--- src/hw/rtl/pvcc_pkg.sv ---
// Shared types and constants of the pulse value consistency cache.
// Used by pvcc_cell and pulse_value_consistency_cache_top; depends on nothing.
package pvcc_pkg;

  localparam int unsigned ENTRIES         = 10;
  localparam int unsigned WORDS_PER_ENTRY = 16;
  localparam int unsigned MAX_WORDS       = 16;
  localparam int unsigned KEY_W           = 32;
  localparam int unsigned WORD_W          = 32;
  localparam int unsigned IDX_W           = (ENTRIES > 1) ? $clog2(ENTRIES) : 1;

  typedef logic [KEY_W-1:0]                    key_t;
  typedef logic [IDX_W-1:0]                    idx_t;
  typedef logic [WORDS_PER_ENTRY-1:0][WORD_W-1:0] words_t;

  typedef enum logic [1:0] {
    OUT_STORED   = 2'd0,
    OUT_MATCH    = 2'd1,
    OUT_MISMATCH = 2'd2
  } outcome_e;

  // Running scan record handed from cell to cell.
  typedef struct packed {
    logic vld;
    logic hit;
    logic same;
    logic free_fnd;
    idx_t free_idx;
    logic min_fnd;
    key_t min_key;
    idx_t min_idx;
  } scan_t;

  typedef enum logic [2:0] {
    ST_IDLE = 3'b001,
    ST_SCAN = 3'b010,
    ST_EMIT = 3'b100
  } state_e;

endpackage

--- src/hw/rtl/pvcc_cell.sv ---
// One table entry: valid bit, key and words, plus one stage of the scan chain.
// Depends on pvcc_pkg.
module pvcc_cell import pvcc_pkg::*; (
  input  logic   clk_i,
  input  logic   rst_ni,
  input  idx_t   idx_i,
  input  key_t   key_i,
  input  words_t words_i,
  input  logic   wr_i,
  input  scan_t  scan_i,
  output scan_t  scan_o
);

  logic   valid_q;
  key_t   key_q;
  words_t words_q;
  scan_t  scan_d, scan_q;
  logic   same;

  assign same = (words_q == words_i);

  always_comb begin
    scan_d = scan_i;
    if (valid_q) begin
      if (key_q == key_i) begin
        scan_d.hit  = 1'b1;
        scan_d.same = same;
      end
      if (!scan_i.min_fnd || (key_q < scan_i.min_key)) begin
        scan_d.min_fnd = 1'b1;
        scan_d.min_key = key_q;
        scan_d.min_idx = idx_i;
      end
    end else if (!scan_i.free_fnd) begin
      scan_d.free_fnd = 1'b1;
      scan_d.free_idx = idx_i;
    end
    if (!scan_i.vld) begin
      scan_d = '0;
    end
  end

  always_ff @(posedge clk_i or negedge rst_ni) begin
    if (!rst_ni) begin
      valid_q <= 1'b0;
      scan_q  <= '0;
    end else begin
      scan_q <= scan_d;
      if (wr_i) begin
        valid_q <= 1'b1;
      end
    end
  end

  always_ff @(posedge clk_i) begin
    if (wr_i) begin
      key_q   <= key_i;
      words_q <= words_i;
    end
  end

  assign scan_o = scan_q;

endmodule

--- config.mk ---
export PLATFORM = sky130hd
export DESIGN_NAME = pvcc_cell
export DESIGN_NICKNAME = d
export VERILOG_FILES = /design/src/hw/rtl/pvcc_pkg.sv /design/src/hw/rtl/pvcc_cell.sv
export SDC_FILE = /design/constraint.sdc
export NUM_CORES = 1
export LEC_CHECK = 0
export ABC_AREA = 1
export ABC_CLOCK_PERIOD_IN_PS = 1750
export BUFFER_PORTS_ARGS = -buffer_cell sky130_fd_sc_hd__buf_4
export CORE_MARGIN = 2
export CORE_UTILIZATION = 45
export CTS_CLUSTER_SIZE = 40
export DETAILED_ROUTE_END_ITERATION = 10
export PLACE_DENSITY_LB_ADDON = 0.1
export SKIP_LAST_GASP = 1
export SYNTH_ARGS = -nofsm -noshare
export SYNTH_HDL_FRONTEND = slang
export SYNTH_SLANG_ARGS = --single-unit
--- constraint.sdc ---
create_clock -name clk_i -period 1.75 [get_ports clk_i]
set_clock_uncertainty 0.05 [all_clocks]
set_input_delay 0.0875 -clock clk_i [delete_from_list [all_inputs] [get_ports clk_i]]
set_output_delay 0.0875 -clock clk_i [all_outputs]
set_load 0.01 [all_outputs]
==> impl_metrics.ini <==
[outcome]
status = finished with violations
violations = setup timing

[yosys]
synthesis.instances = 2610
ys_types = 28
ys_seq_elements = 590
syn_avg_cell_area_um2 = 10.5
yosysWarnings = 0
synth_nets = 3237
synthArstFlopShare_pct = 7.80
synth_edf_count = 544
seq_area_frac_synth_pct = 63.5
synth_area_um2 = 27500
dominantRegCellSynth = edfxtp_1

[sta]
setup_viol = 38
clock.fmax_mhz = 467
finalHoldViolCount = 0
rsz0062_at_grt = true
fin_crit_sh_pct = 122
worst_slack_ns = -0.391
tns_ns = -12.81
fin_crit_ns = 2.14
drv_slew = 0
tightest_slew_ns = 0.610
max-slew-margin-rel_pct = 59.3

[grt]
gr-total-overflow = 0
grt_first_pass_wirelength_um = 126000
first_global_vias = 24106
grtUsageTotal_pct = 25.6
antenna_found_initial = 46
grt_max_degree = 81

[pwr]
ir_drop_v = 0.000823
leakage_uw = 0.0186
power_density_nw_per_um2 = 870

[clock_tree]
cts_tree = yes
clk_latency_ns = 0.61
clockBufferDepth = 3
h-tree-depth = 3
cts_buffers = 67
cts-root-buf = clkbuf_16
path_clk_slew_ns = 0.06
cts.sinks = 590

[placement]
numPlacedInstances = 4068
dp_hpwl_um = 56500
globalplace.congestion = 0.903
numPortBuffers = 640
dp_slack_ns = -0.487

[die]
io_pins = 641
rows = 90
die_width_um = 251
dieArea_um2 = 63200
core_area_um2 = 60400
start_util_pct = 45.6
die_h_um = 251

[worst_setup_path]
critical_path.endpoint_type = register
crit_required_ns = 2.22
start_kind = register
path_max_fanout = 5
ff2ff_setup_slack_ns = -0.39
crit_arrival_ns = 2.61
critPathKind = register to register

[drt]
drtAntennaViolNets = 0
vias = 22617
drt_iter0_markers = 1390
drc = 0
wire_per_inst_um = 17.0
totalWireLength_um = 82300
detail_route.vias_per_cell = 4.68
drt-pass1-iter-count = 5

[min_path]
min_path_type = primary input to register

[cells_and_area]
fin_util_pct = 70.3
layout.nets = 4590
area_delta_synth_final_pct = 54.2
drive_gt1_share_pct = 22.1
num-fill-cells = 4238
fin_cells = 4837

[job]
drv_cap = 0
## flip-flops by register name, summed over array words and instances, names as in the netlist
name and flops:
words_q 512, scan_o 45, valid_q 1, key_q 32
## cell families (layout without fill, tap and decap cells)
family	after synthesis	after routing	share of synthesized area [%]
xor+xnor	374	374	11.9
other cells	0	43	0
flops	590	590	63.5
buf+inv	390	1790	5.52
simple gates	1143	1145	16.1
compound gates	82	82	1.54
fa+ha+maj	31	31	1.41
## critical path, stage by stage (launching register included)
cell	delay (ns)
edfxtp_1	0.44
ha_4	0.32
nand2_4	0.05
inv_2	0.04
nand3_2	0.06
a31oi_1	0.15
nor2_1	0.06
nand2_1	0.12
nand2_2	0.08
nand2_4	0.14
buf_12	0.13
nand2_8	0.07
buf_6	0.14
nand3_1	0.06
nand2_1	0.06
nor2_1	0.10
## Yosys cell counts, types with 7 or more instances
library cell | n | share of area [%]
nand2_1 | 841 | 11
a21oi_1 | 56 | 1.0
ha_1 | 31 | 1.4
inv_1 | 369 | 5.0
xnor2_1 | 368 | 12
buf_6 | 7 | 0.29
o21ai_0 | 19 | 0.35
nor2_1 | 230 | 3.1
nand4_1 | 10 | 0.23
edfxtp_1 | 544 | 59
nand3_1 | 45 | 0.82
dfrtp_1 | 46 | 4.2
## routing by layer
metal	part of all wire [%]	up-vias	global-route usage (%)
met5	0.11	-	0
met4	4.0	14	10.7
met3	6.1	208	5.62
met2	51	788	45.6
met1	39	10571	29.8
li1	-	11036	-
## placed cells by master, fill, tap and decap left out, types with 13 or more instances in the layout
| master | instances |
|---|---|
| clkinv_1 | 13 |
| nand2_1 | 830 |
| buf_4 | 681 |
| o21ai_0 | 18 |
| ha_1 | 27 |
| dfrtp_1 | 45 |
| diode_2 | 43 |
| a21oi_2 | 23 |
| inv_1 | 367 |
| nand3_1 | 37 |
| a21oi_1 | 33 |
| xnor2_1 | 364 |
| clkbuf_16 | 69 |
| nor2_1 | 213 |
| nor2_2 | 13 |
| dlygate4sd3_1 | 597 |
| edfxtp_1 | 544 |
## path summary, 6_finish.rpt
path / from / end / cells past startpoint
max: key_q[15]$_DFFE_PP_ / scan_o[8]$_DFF_PN0_ / 15
min: words_i[126] / words_q[126]$_DFFE_PP_ / 2
max reg2reg: key_q[15]$_DFFE_PP_ / scan_o[8]$_DFF_PN0_ / 15
min reg2reg: key_q[0]$_DFFE_PP_ / scan_o[4]$_DFF_PN0_ / 4
max in group asynchronous: rst_ni / valid_q$_DFFE_PN0P_ / 3
min in group asynchronous: rst_ni / scan_o[14]$_DFF_PN0_ / 3
## per-stage QoR
stage                     hold slack (ns)  power [uW]  instance area [um2]
final                               0.165       36900                42400
after global routing                0.134       38400                42400
after global placement             0.0770       21800                33700
after CTS                          -0.396       37000                42100
after floorplan                    -0.258       19600                27500
after detailed placement           0.0880       22000                33700
## report_power, final
part / total [uW] / internal [uW] / leakage (uW) / switching [uW]
Sequential: 17200 / 16700 / 0.00591 / 536
Clock: 13700 / 7900 / 0.00103 / 5820
Combinational: 5980 / 3360 / 0.0117 / 2620
## area by class of cell
class                           count  area (um2)  share of cell area (%)
Timing Repair Buffer             1302       11500                    27.1
Antenna cell                       43         108                   0.254
Clock inverter                     36         303                   0.714
Sequential cell                   590       17500                    41.2
Tap cell                          782         978                    2.31
Clock buffer                       82        1790                    4.23
Multi-Input combinational cell   1632        8880                    20.9
Inverter                          370        1390                    3.27
## repair_timing
action | 4_1_cts | 5_1_grt
pin swaps | 5 | 15
gates cloned | 2 | 3
hold buffers | 596 | 1
setup buffers | 6 | 0
endpoints found under the hold margin | 649 | 1
gates resized for setup | 50 | 39
setup endpoints to repair | 38 | 38
No activity file was read; power rests on OpenSTA's default activity.
